## src/design/modbus_rtu_register_slave_unit_defines.svh

```systemverilog
// assertion macros for the modbus rtu register slave
`ifndef MODBUS_RTU_REGISTER_SLAVE_UNIT_DEFINES_SVH
`define MODBUS_RTU_REGISTER_SLAVE_UNIT_DEFINES_SVH

// antecedent implies consequent in the same cycle
`define MRS_ASSERT_SAME(lbl, ante, cons, msg) \
    lbl: assert property (@(posedge clk) disable iff (!rst_n) (ante) |-> (cons)) \
        else $error(msg);

// antecedent implies consequent in the next cycle
`define MRS_ASSERT_NEXT(lbl, ante, cons, msg) \
    lbl: assert property (@(posedge clk) disable iff (!rst_n) (ante) |=> (cons)) \
        else $error(msg);

`endif

```

## src/design/mrs_pkg.sv

```systemverilog
// shared types, constants and the crc helper for the modbus rtu register slave
package mrs_pkg;

    localparam int MRS_TABLE_DEPTH = 64;
    localparam int MRS_MAX_READ    = 29;
    localparam int MRS_CFG_IDX_W   = 1;
    localparam int MRS_CFG_DATA_W  = 8;

    localparam logic [1:0] OP_FRAME = 2'd0;
    localparam logic [1:0] OP_LOAD  = 2'd1;
    localparam logic [1:0] OP_READ  = 2'd2;

    localparam logic [MRS_CFG_IDX_W-1:0] CFG_SLAVE_ADDR = 1'd0;
    localparam logic [MRS_CFG_IDX_W-1:0] CFG_ENTRIES    = 1'd1;

    localparam logic [7:0] FN_READ_HOLDING = 8'h03;
    localparam logic [7:0] FN_WRITE_SINGLE = 8'h06;
    localparam logic [7:0] FN_EXC_FLAG     = 8'h80;
    localparam logic [7:0] BYTE_MASK       = 8'hFF;

    localparam logic [7:0] EXC_FUNC  = 8'h01;
    localparam logic [7:0] EXC_ADDR  = 8'h02;
    localparam logic [7:0] EXC_VALUE = 8'h03;

    localparam logic [15:0] CRC_INIT = 16'hFFFF;
    localparam logic [15:0] CRC_POLY = 16'hA001;

    typedef struct packed {
        logic [1:0]  op;
        logic [7:0]  rx_byte;
        logic        frame_end;
        logic [5:0]  entry_index;
        logic [15:0] entry_value;
        logic        entry_readable;
        logic        entry_writable;
        logic [15:0] entry_low;
        logic [15:0] entry_high;
    } mrs_req_t;

    typedef struct packed {
        logic        kind;
        logic [7:0]  tx_byte;
        logic        tx_last;
        logic [15:0] value_out;
    } mrs_rsp_t;

    typedef enum logic [3:0] {
        ST_IDLE,
        ST_HOST_OUT,
        ST_FE_CHECK,
        ST_DECIDE,
        ST_HDR,
        ST_DATA_HI,
        ST_DATA_LO,
        ST_CRC_LO,
        ST_CRC_HI
    } mrs_state_t;

    typedef enum logic [1:0] {
        RK_EXC,
        RK_READ,
        RK_WRITE
    } mrs_reply_t;

    typedef struct packed {
        logic frame_byte;
        logic load;
        logic host_rd;
        logic attr_rd;
        logic decide;
        logic emit_hdr;
        logic emit_hi;
        logic emit_lo;
        logic emit_crc_lo;
        logic emit_crc_hi;
        logic emit_host;
        logic clear_frame;
    } mrs_cmd_t;

    typedef struct packed {
        logic silent;
        logic is_read;
        logic hdr_last;
        logic regs_last;
    } mrs_status_t;

    function automatic logic [15:0] crc_feed(input logic [15:0] crc, input logic [7:0] b);
        logic [15:0] c;
        c = crc ^ {8'h00, b};
        for (int k = 0; k < 8; k++)
        begin
            if (c[0])
            begin
                c = (c >> 1) ^ CRC_POLY;
            end
            else
            begin
                c = c >> 1;
            end
        end
        return c;
    endfunction

endpackage

```

## src/design/mrs_ram.sv

```systemverilog
// generic single write port ram with registered read
module mrs_ram #(
    parameter int WIDTH  = 16,
    parameter int DEPTH  = 64,
    parameter int ADDR_W = (DEPTH > 1) ? $clog2(DEPTH) : 1
) (
    input  logic              clk,
    input  logic              we,
    input  logic [ADDR_W-1:0] waddr,
    input  logic [WIDTH-1:0]  wdata,
    input  logic              re,
    input  logic [ADDR_W-1:0] raddr,
    output logic [WIDTH-1:0]  rdata
);

    logic [WIDTH-1:0] mem [DEPTH];

    always_ff @(posedge clk)
    begin
        if (we)
        begin
            mem[waddr] <= wdata;
        end
        if (re)
        begin
            rdata <= mem[raddr];
        end
    end

endmodule

```

## src/design/mrs_ctrl.sv

```systemverilog
// frame and reply sequencer for the modbus rtu register slave
module mrs_ctrl
    import mrs_pkg::*;
(
    input  logic        clk,
    input  logic        rst_n,
    input  logic        start,
    input  logic [1:0]  op,
    input  logic        frame_end,
    input  mrs_status_t status,
    output mrs_cmd_t    cmd,
    output logic        busy,
    output logic        result_valid
);

    mrs_state_t state_reg, state_next;
    logic       accept;

    assign busy   = (state_reg != ST_IDLE);
    assign accept = start && !busy;

    always_ff @(posedge clk or negedge rst_n)
    begin
        if (!rst_n)
        begin
            state_reg <= ST_IDLE;
        end
        else
        begin
            state_reg <= state_next;
        end
    end

    always_comb
    begin
        state_next = state_reg;
        unique case (state_reg)
            ST_IDLE:
            begin
                if (accept && op == OP_FRAME && frame_end)
                begin
                    state_next = ST_FE_CHECK;
                end
                else if (accept && op == OP_READ)
                begin
                    state_next = ST_HOST_OUT;
                end
            end
            ST_HOST_OUT: state_next = ST_IDLE;
            ST_FE_CHECK: state_next = status.silent ? ST_IDLE : ST_DECIDE;
            ST_DECIDE:   state_next = ST_HDR;
            ST_HDR:
            begin
                if (status.hdr_last)
                begin
                    state_next = status.is_read ? ST_DATA_HI : ST_CRC_LO;
                end
            end
            ST_DATA_HI:  state_next = ST_DATA_LO;
            ST_DATA_LO:  state_next = status.regs_last ? ST_CRC_LO : ST_DATA_HI;
            ST_CRC_LO:   state_next = ST_CRC_HI;
            ST_CRC_HI:   state_next = ST_IDLE;
            default:     state_next = ST_IDLE;
        endcase
    end

    always_comb
    begin
        cmd = '0;
        unique case (state_reg)
            ST_IDLE:
            begin
                cmd.frame_byte = accept && op == OP_FRAME;
                cmd.load       = accept && op == OP_LOAD;
                cmd.host_rd    = accept && op == OP_READ;
            end
            ST_HOST_OUT: cmd.emit_host = 1'b1;
            ST_FE_CHECK:
            begin
                cmd.attr_rd     = 1'b1;
                cmd.clear_frame = status.silent;
            end
            ST_DECIDE:   cmd.decide = 1'b1;
            ST_HDR:      cmd.emit_hdr = 1'b1;
            ST_DATA_HI:  cmd.emit_hi = 1'b1;
            ST_DATA_LO:  cmd.emit_lo = 1'b1;
            ST_CRC_LO:   cmd.emit_crc_lo = 1'b1;
            ST_CRC_HI:
            begin
                cmd.emit_crc_hi = 1'b1;
                cmd.clear_frame = 1'b1;
            end
            default:     cmd = '0;
        endcase
    end

    assign result_valid = cmd.emit_host || cmd.emit_hdr || cmd.emit_hi || cmd.emit_lo
                       || cmd.emit_crc_lo || cmd.emit_crc_hi;

endmodule

```

## src/design/mrs_dp.sv

```systemverilog
// frame capture, register table and reply byte datapath
module mrs_dp
    import mrs_pkg::*;
#(
    parameter int TABLE_DEPTH = MRS_TABLE_DEPTH
) (
    input  logic                      clk,
    input  logic                      rst_n,
    input  mrs_cmd_t                  cmd,
    input  mrs_req_t                  req,
    input  logic                      cfg_we,
    input  logic [MRS_CFG_IDX_W-1:0]  cfg_index,
    input  logic [MRS_CFG_DATA_W-1:0] cfg_data,
    output mrs_status_t               status,
    output mrs_rsp_t                  rsp
);

    localparam int AW     = (TABLE_DEPTH > 1) ? $clog2(TABLE_DEPTH) : 1;
    localparam int ATTR_W = 34;

    logic [7:0]  slave_addr_reg;
    logic [6:0]  entries_reg;
    logic [3:0]  count_reg;
    logic [15:0] crc_reg;
    logic [7:0]  head_reg [6];
    logic [TABLE_DEPTH-1:0] valid_reg;
    logic        attr_valid_reg;
    logic        host_oob_reg;
    mrs_reply_t  kind_reg, kind_next;
    logic [7:0]  code_reg, code_next;
    logic [2:0]  hdr_ptr_reg;
    logic [4:0]  reg_ptr_reg;
    logic [15:0] tx_crc_reg;

    logic [15:0] addr16, arg16, idx16, lim17_src;
    logic [16:0] lim17, end17;
    logic [AW-1:0] idx_a, addr_a, rd_off, val_raddr, val_waddr;
    logic        idx_ok;
    logic [15:0] val_rdata, val_wdata;
    logic        val_we, val_re;
    logic [ATTR_W-1:0] attr_rdata;
    logic        a_rd, a_wr;
    logic [15:0] a_low, a_high;
    logic [7:0]  hdr_byte, tx_byte;
    logic [2:0]  hdr_len;
    logic [4:0]  nregs;

    assign addr16 = {head_reg[2], head_reg[3]};
    assign arg16  = {head_reg[4], head_reg[5]};
    assign idx16  = 16'(req.entry_index);
    assign idx_a  = idx16[AW-1:0];
    assign idx_ok = idx16 < 16'(TABLE_DEPTH);
    assign addr_a = addr16[AW-1:0];
    assign nregs  = arg16[4:0];
    assign lim17_src = 16'(entries_reg);
    assign lim17  = (lim17_src < 16'(TABLE_DEPTH)) ? {1'b0, lim17_src} : 17'(TABLE_DEPTH);
    assign end17  = {1'b0, addr16} + {1'b0, arg16};
    assign {a_rd, a_wr, a_low, a_high} = attr_rdata;

    // reply classification
    always_comb
    begin
        kind_next = RK_EXC;
        code_next = EXC_FUNC;
        if (head_reg[1] == FN_READ_HOLDING)
        begin
            if ({1'b0, addr16} >= lim17)
            begin
                code_next = EXC_ADDR;
            end
            else if (arg16 == 16'd0 || arg16 > 16'(MRS_MAX_READ))
            begin
                code_next = EXC_VALUE;
            end
            else if (end17 > lim17)
            begin
                code_next = EXC_ADDR;
            end
            else if (!(attr_valid_reg && a_rd))
            begin
                code_next = EXC_VALUE;
            end
            else
            begin
                kind_next = RK_READ;
            end
        end
        else if (head_reg[1] == FN_WRITE_SINGLE)
        begin
            if ({1'b0, addr16} >= lim17)
            begin
                code_next = EXC_ADDR;
            end
            else if (!(attr_valid_reg && a_wr) || arg16 < a_low || arg16 > a_high)
            begin
                code_next = EXC_VALUE;
            end
            else
            begin
                kind_next = RK_WRITE;
            end
        end
    end

    assign hdr_len = (kind_reg == RK_WRITE) ? 3'd6 : 3'd3;

    assign status.silent    = count_reg < 4'd4 || head_reg[0] != slave_addr_reg
                           || crc_reg != 16'd0;
    assign status.is_read   = kind_reg == RK_READ;
    assign status.hdr_last  = hdr_ptr_reg == hdr_len - 3'd1;
    assign status.regs_last = reg_ptr_reg == nregs - 5'd1;

    always_comb
    begin
        hdr_byte = head_reg[0];
        unique case (kind_reg)
            RK_EXC:
            begin
                if (hdr_ptr_reg == 3'd1)
                begin
                    hdr_byte = head_reg[1] | FN_EXC_FLAG;
                end
                else if (hdr_ptr_reg == 3'd2)
                begin
                    hdr_byte = code_reg;
                end
            end
            RK_READ:
            begin
                if (hdr_ptr_reg == 3'd1)
                begin
                    hdr_byte = FN_READ_HOLDING;
                end
                else if (hdr_ptr_reg == 3'd2)
                begin
                    hdr_byte = {2'b00, nregs, 1'b0};
                end
            end
            RK_WRITE: hdr_byte = head_reg[hdr_ptr_reg];
            default:  hdr_byte = head_reg[0];
        endcase
    end

    always_comb
    begin
        priority if (cmd.emit_hdr)
            tx_byte = hdr_byte;
        else if (cmd.emit_hi)
            tx_byte = val_rdata[15:8];
        else if (cmd.emit_lo)
            tx_byte = val_rdata[7:0];
        else if (cmd.emit_crc_lo)
            tx_byte = tx_crc_reg[7:0];
        else if (cmd.emit_crc_hi)
            tx_byte = tx_crc_reg[15:8];
        else
            tx_byte = 8'h00;
    end

    assign rsp.kind      = cmd.emit_host;
    assign rsp.tx_byte   = cmd.emit_host ? 8'h00 : tx_byte;
    assign rsp.tx_last   = cmd.emit_crc_hi;
    assign rsp.value_out = (cmd.emit_host && !host_oob_reg) ? val_rdata : 16'h0000;

    // value ram ports
    assign rd_off    = cmd.emit_lo ? AW'(reg_ptr_reg + 5'd1) : '0;
    assign val_re    = cmd.host_rd || (cmd.emit_hdr && status.hdr_last && status.is_read)
                    || (cmd.emit_lo && !status.regs_last);
    assign val_raddr = cmd.host_rd ? idx_a : addr_a + rd_off;
    assign val_we    = (cmd.load && idx_ok) || (cmd.decide && kind_next == RK_WRITE);
    assign val_waddr = cmd.load ? idx_a : addr_a;
    assign val_wdata = cmd.load ? req.entry_value : arg16;

    mrs_ram #(.WIDTH(16), .DEPTH(TABLE_DEPTH), .ADDR_W(AW)) u_values (
        .clk   (clk),
        .we    (val_we),
        .waddr (val_waddr),
        .wdata (val_wdata),
        .re    (val_re),
        .raddr (val_raddr),
        .rdata (val_rdata)
    );

    mrs_ram #(.WIDTH(ATTR_W), .DEPTH(TABLE_DEPTH), .ADDR_W(AW)) u_attrs (
        .clk   (clk),
        .we    (cmd.load && idx_ok),
        .waddr (idx_a),
        .wdata ({req.entry_readable, req.entry_writable, req.entry_low, req.entry_high}),
        .re    (cmd.attr_rd),
        .raddr (addr_a),
        .rdata (attr_rdata)
    );

    always_ff @(posedge clk or negedge rst_n)
    begin
        if (!rst_n)
        begin
            slave_addr_reg <= 8'd1;
            entries_reg    <= 7'd64;
            count_reg      <= 4'd0;
            crc_reg        <= CRC_INIT;
            valid_reg      <= '0;
            kind_reg       <= RK_EXC;
            hdr_ptr_reg    <= 3'd0;
            reg_ptr_reg    <= 5'd0;
        end
        else
        begin
            if (cfg_we && cfg_index == CFG_SLAVE_ADDR)
            begin
                slave_addr_reg <= cfg_data & BYTE_MASK;
            end
            if (cfg_we && cfg_index == CFG_ENTRIES)
            begin
                entries_reg <= cfg_data[6:0];
            end
            if (cmd.clear_frame)
            begin
                count_reg <= 4'd0;
                crc_reg   <= CRC_INIT;
            end
            else if (cmd.frame_byte)
            begin
                if (count_reg != 4'd15)
                begin
                    count_reg <= count_reg + 4'd1;
                end
                crc_reg <= crc_feed(crc_reg, req.rx_byte);
            end
            if (cmd.load && idx_ok)
            begin
                valid_reg[idx_a] <= 1'b1;
            end
            if (cmd.decide)
            begin
                kind_reg    <= kind_next;
                hdr_ptr_reg <= 3'd0;
                reg_ptr_reg <= 5'd0;
            end
            else
            begin
                if (cmd.emit_hdr)
                begin
                    hdr_ptr_reg <= hdr_ptr_reg + 3'd1;
                end
                if (cmd.emit_lo)
                begin
                    reg_ptr_reg <= reg_ptr_reg + 5'd1;
                end
            end
        end
    end

    // payload registers
    always_ff @(posedge clk)
    begin
        if (cmd.clear_frame)
        begin
            for (int i = 0; i < 6; i++)
            begin
                head_reg[i] <= 8'h00;
            end
        end
        else if (cmd.frame_byte && count_reg < 4'd6)
        begin
            head_reg[count_reg[2:0]] <= req.rx_byte;
        end
        if (cmd.attr_rd)
        begin
            attr_valid_reg <= valid_reg[addr_a];
        end
        if (cmd.host_rd)
        begin
            host_oob_reg <= !idx_ok;
        end
        if (cmd.decide)
        begin
            code_reg   <= code_next;
            tx_crc_reg <= CRC_INIT;
        end
        else if (cmd.emit_hdr || cmd.emit_hi || cmd.emit_lo)
        begin
            tx_crc_reg <= crc_feed(tx_crc_reg, tx_byte);
        end
    end

endmodule

```

## src/design/modbus_rtu_register_slave_unit.sv

```systemverilog
// top level of the modbus rtu register slave: functions 3 and 6 over a register table
// frame bytes without frame end and table loads are taken without raising busy
// table value read: result in the cycle after the request, busy while it is shown
// frame end: a check state and a decide state, then one reply byte per cycle, the ram fetch of each
//   register overlapping the byte before it; busy lasts longest for a 29 register read
// reset clears control state and table entry valid flags; config returns to address 1, 64 entries
`include "modbus_rtu_register_slave_unit_defines.svh"
module modbus_rtu_register_slave_unit
    import mrs_pkg::*;
#(
    parameter int TABLE_DEPTH = MRS_TABLE_DEPTH
) (
    input  logic                      clk,
    input  logic                      rst_n,
    // request side
    input  logic                      start,
    output logic                      busy,
    input  mrs_req_t                  request,
    // result side, one strobe per reply byte or table value
    output logic                      result_valid,
    output mrs_rsp_t                  result,
    // configuration writes
    input  logic                      cfg_we,
    input  logic [MRS_CFG_IDX_W-1:0]  cfg_index,
    input  logic [MRS_CFG_DATA_W-1:0] cfg_data
);

    mrs_cmd_t    cmd;
    mrs_status_t status;

    // sequencer: owns the state machine, decides which datapath step runs
    mrs_ctrl u_ctrl (
        .clk          (clk),
        .rst_n        (rst_n),
        .start        (start),
        .op           (request.op),
        .frame_end    (request.frame_end),
        .status       (status),
        .cmd          (cmd),
        .busy         (busy),
        .result_valid (result_valid)
    );

    // datapath: frame crc and header capture, table rams, reply byte generation
    mrs_dp #(.TABLE_DEPTH(TABLE_DEPTH)) u_dp (
        .clk       (clk),
        .rst_n     (rst_n),
        .cmd       (cmd),
        .req       (request),
        .cfg_we    (cfg_we),
        .cfg_index (cfg_index),
        .cfg_data  (cfg_data),
        .status    (status),
        .rsp       (result)
    );

    // results only appear while a request is being worked on
    `MRS_ASSERT_SAME(a_result_busy, result_valid, busy, "result outside busy window")
    // a table value request answers in the following cycle
    `MRS_ASSERT_NEXT(a_host_read, start && !busy && request.op == OP_READ, result_valid && result.kind, "table value not returned")
    // the final crc byte of a reply frees the block
    `MRS_ASSERT_NEXT(a_last_idle, result_valid && result.tx_last, !busy, "still busy after reply end")
    // table values never carry the end-of-reply mark
    `MRS_ASSERT_SAME(a_kind_last, result_valid && result.kind, !result.tx_last, "tx_last on table value")

endmodule

```

## config.mk

```make
export PLATFORM = sky130hd
export DESIGN_NAME = modbus_rtu_register_slave_unit
export DESIGN_NICKNAME = d
export VERILOG_FILES = /design/src/design/mrs_pkg.sv /design/src/design/mrs_ram.sv /design/src/design/mrs_ctrl.sv /design/src/design/mrs_dp.sv /design/src/design/modbus_rtu_register_slave_unit.sv
export VERILOG_INCLUDE_DIRS = /design/src /design/src/design
export SDC_FILE = /design/constraint.sdc
export NUM_CORES = 2
export LEC_CHECK = 0
export BUFFER_PORTS_ARGS = -buffer_cell sky130_fd_sc_hd__clkbuf_2
export CORE_MARGIN = 1.5
export CORE_UTILIZATION = 40
export DETAILED_ROUTE_END_ITERATION = 8
export SLEW_MARGIN = 20
export SYNTH_ARGS = -nofsm -noshare
export SYNTH_HDL_FRONTEND = slang
export SYNTH_HIERARCHICAL = 1
export SYNTH_SLANG_ARGS = --single-unit
```

## constraint.sdc

```tcl
create_clock -name clk -period 8.3 [get_ports clk]
set_input_delay 0.415 -clock clk [delete_from_list [all_inputs] [get_ports clk]]
set_output_delay 0.415 -clock clk [all_outputs]
set_load 0.05 [all_outputs]
```

==> out/results.tsv <==
metric	value	unit
status	finished clean	
CTS root buf	clkbuf_16	
# setup viols final	0	
Largest register FFs	2176	
WHS	34.48	ps
leak pwr	49.96	nW
Post-Syn Area per Cell	20.24	um^2
vias	70050	
DRT iter0 DRCs	8372	
vias in the first global route	69620	
CTS Buf Count	357	
Setup CP Type	flop to flop	
global-route wire length before repair	516.7	mm
Placed Cells	11310	
Setup Fix Bufs, Post-CTS	0	
Site Rows	214	
port bufs	107	
Seq/Total Area, Yosys	75.12	%
worst slack at placement	2679	ps
core box area	0.3401	mm^2
Final Max Tran Viols	0	
die area	0.3456	mm^2
CP max FO	100	
setup TNS	0	ps
share of layout cells above drive strength 1	25.21	%
Sink Count	3446	
max_cap viols	0	
synthesized area	0.1368	mm^2
I/O pin total	108	
Yosys reg bits	3446	
clock transition at the registers of the reported paths	60	ps
CTS tree	done	
routed len/inst	30.29	um
crit path DAT	6400	ps
Syn. warnings	6	
biggest regs	u_dp/u_attrs/mem: 2176 flops, u_dp/u_values/mem: 1024 flops	
cells after synthesis	6759	
Synth Flop Type	edfxtp_1	
Post-DP HPWL	209.1	mm
crit path time final	5790	ps
GR Overflow Total	0	
largest net degree at the start of global routing	101	
Netlist cell types	99	
asr flop ratio synth	3.279	%
Post-layout nets	7302	
Placer Congestion	0.8495	
CP Launch Type	flop	
final count of hold timing violations	0	
clock skew	112.5	ps
initial core utilization	40.24	%
RSZ-0062 raised after global routing	false	
fmax	172.7	MHz
# resized after CTS	0	
Post-route DRC	0	
initial antenna violation count	33	
DIE WIDTH	587.9	um
headroom to the max-slew limit	19.53	%
H-tree depth	5	
total global routing track utilization	20.64	%
Setup crit end kind	flop	
P per Cell Area	293.4	mW/mm^2
post-route ant nets	0	
DIE HEIGHT	587.9	um
Finished Layout Cells	11980	
fin crit share	69.76	%
clock latency on the worst-skew pair	940	ps
Slew @ Worst Pin	1205	ps
Req. time, crit path	8910	ps
setup ws final	2510	ps
Worst Hold Class	input pin to flop	
EDFF count, synth	3317	
Layout area overhead	13.59	%
Largest Register	u_dp/u_attrs/mem	
Via density	5.849	
final wirelength	362.8	mm
clock tree buffer depth	4	
peak supply drop	215.8	uV
drt pass-1 iters	6	
## placed cells by master, fill, tap and decap left out, types with 37 or more instances in the layout
| cell | Yosys | layout |
|---|---|---|
| a21o_1 | 53 | 53 |
| nor2_1 | 264 | 198 |
| mux2i_1 | 235 | 235 |
| clkbuf_16 | 0 | 363 |
| a22oi_1 | 94 | 94 |
| xnor2_1 | 52 | 52 |
| clkinv_2 | 0 | 62 |
| o22ai_1 | 89 | 89 |
| nand2_1 | 228 | 226 |
| ha_1 | 74 | 74 |
| buf_4 | 35 | 261 |
| a21oi_1 | 85 | 85 |
| mux2_2 | 116 | 115 |
| dfrtp_1 | 95 | 95 |
| inv_1 | 72 | 72 |
| nand4_1 | 82 | 82 |
| nor2_4 | 0 | 64 |
| edfxtp_1 | 3317 | 3317 |
| clkbuf_1 | 145 | 61 |
| o221ai_1 | 43 | 43 |
| clkbuf_2 | 2 | 105 |
| nand3_1 | 114 | 114 |
| bufinv_16 | 0 | 37 |
| clkinv_1 | 2 | 89 |
| nor2b_1 | 75 | 70 |
| mux4_2 | 719 | 719 |
## through the flow
stage | util (%) | cell area (um^2) | total power, mW
2_1_floorplan | - | 136900 | 26.94
3_3_place_gp | 42.24 | 143600 | 29.97
3_5_place_dp | 42.25 | 143700 | 30.09
4_1_cts | 45.70 | 155400 | 45.90
5_1_grt | 45.70 | 155400 | 47.10
6_report | 45.70 | 155400 | 45.60
## path summary, 6_finish.rpt
kind,from,to,cells after the start,slack [ps]
max,u_ctrl/state_reg[2]$_DFFE_PN0P_,u_dp/u_values/rdata[11]$_DFFE_PP_,17,2510
max reg2reg,u_ctrl/state_reg[2]$_DFFE_PN0P_,u_dp/u_values/rdata[11]$_DFFE_PP_,17,2510
max in group asynchronous,rst_n,u_dp/valid_reg[22]$_DFFE_PN0P_,3,7390
min in group asynchronous,rst_n,u_dp/crc_reg[15]$_DFFE_PN1P_,2,80
min reg2reg,u_dp/valid_reg[36]$_DFFE_PN0P_,u_dp/valid_reg[36]$_DFFE_PN0P_,1,460
min,request[24],u_dp/u_attrs/mem[25][24]$_DFFE_PP_,1,30
## worst max-delay path, cell delays in order (launching register included)
cell,delay [ps]
dfrtp_1,700
nand2b_1,270
nor2_1,160
buf_4,220
clkinv_1,300
nor2_1,210
ha_1,200
inv_1,60
fa_1,400
xor2_1,200
o21ai_4,150
buf_12,460
buf_4,600
mux4_2,390
mux2i_1,210
a22oi_1,120
a31oi_1,530
a311oi_1,120
## layer usage
metal / vias up / wire length [um] / track usage [%]
met4: 18 / 8849 / 4.964
met2: 3254 / 170000 / 32.65
li1: 28790 / - / -
met3: 531 / 32090 / 3.931
met5: - / 122 / 0
met1: 37460 / 151700 / 29.62
## synth_stat cells (82+ instances only)
| library cell | n | area (um^2) |
|---|---|---|
| buf_2 | 109 | 545.5 |
| nand4_1 | 82 | 513.0 |
| nand3_1 | 114 | 570.6 |
| nor2_1 | 264 | 991.0 |
| edfxtp_1 | 3317 | 99610 |
| a21oi_1 | 85 | 425.4 |
| a22oi_1 | 94 | 705.7 |
| mux2_2 | 116 | 1306 |
| clkbuf_1 | 145 | 544.3 |
| mux4_2 | 719 | 16190 |
| o22ai_1 | 89 | 556.8 |
| nand2_1 | 228 | 855.8 |
| mux2i_1 | 235 | 2352 |
| dfrtp_1 | 95 | 2377 |
## logic make-up after synthesis
family | Yosys count | share of synthesized area (%)
flops | 3446 | 75.12
mux | 1084 | 14.78
simple gates | 950 | 3.427
compound gates | 670 | 3.601
buf+inv | 454 | 1.837
xor+xnor | 78 | 0.5322
fa+ha+maj | 76 | 0.7060
other cells | 1 | 0.002741
## where the power goes
part           internal, mW  switching (mW)
clock network          9.21            6.67
registers              19.8           0.402
logic                  3.65            5.87
total                  32.7            12.9
## layout make-up
type	count	area, um^2
Multi-Input combinational cell	2874	32280
Sequential cell	3446	102800
Clock buffer	427	9354
Inverter	75	281.5
Fill cell	28370	184600
Clock inverter	223	2211
Tap cell	4536	5675
Antenna cell	4	10.01
Timing Repair Buffer	392	2831
## what timing repair did
item / in CTS / in global routing
hold endpoints to repair: 45 / 0
hold buffers: 16 / 0
setup endpoints to repair: 0 / 0
Power figures use the tool's default switching activity.
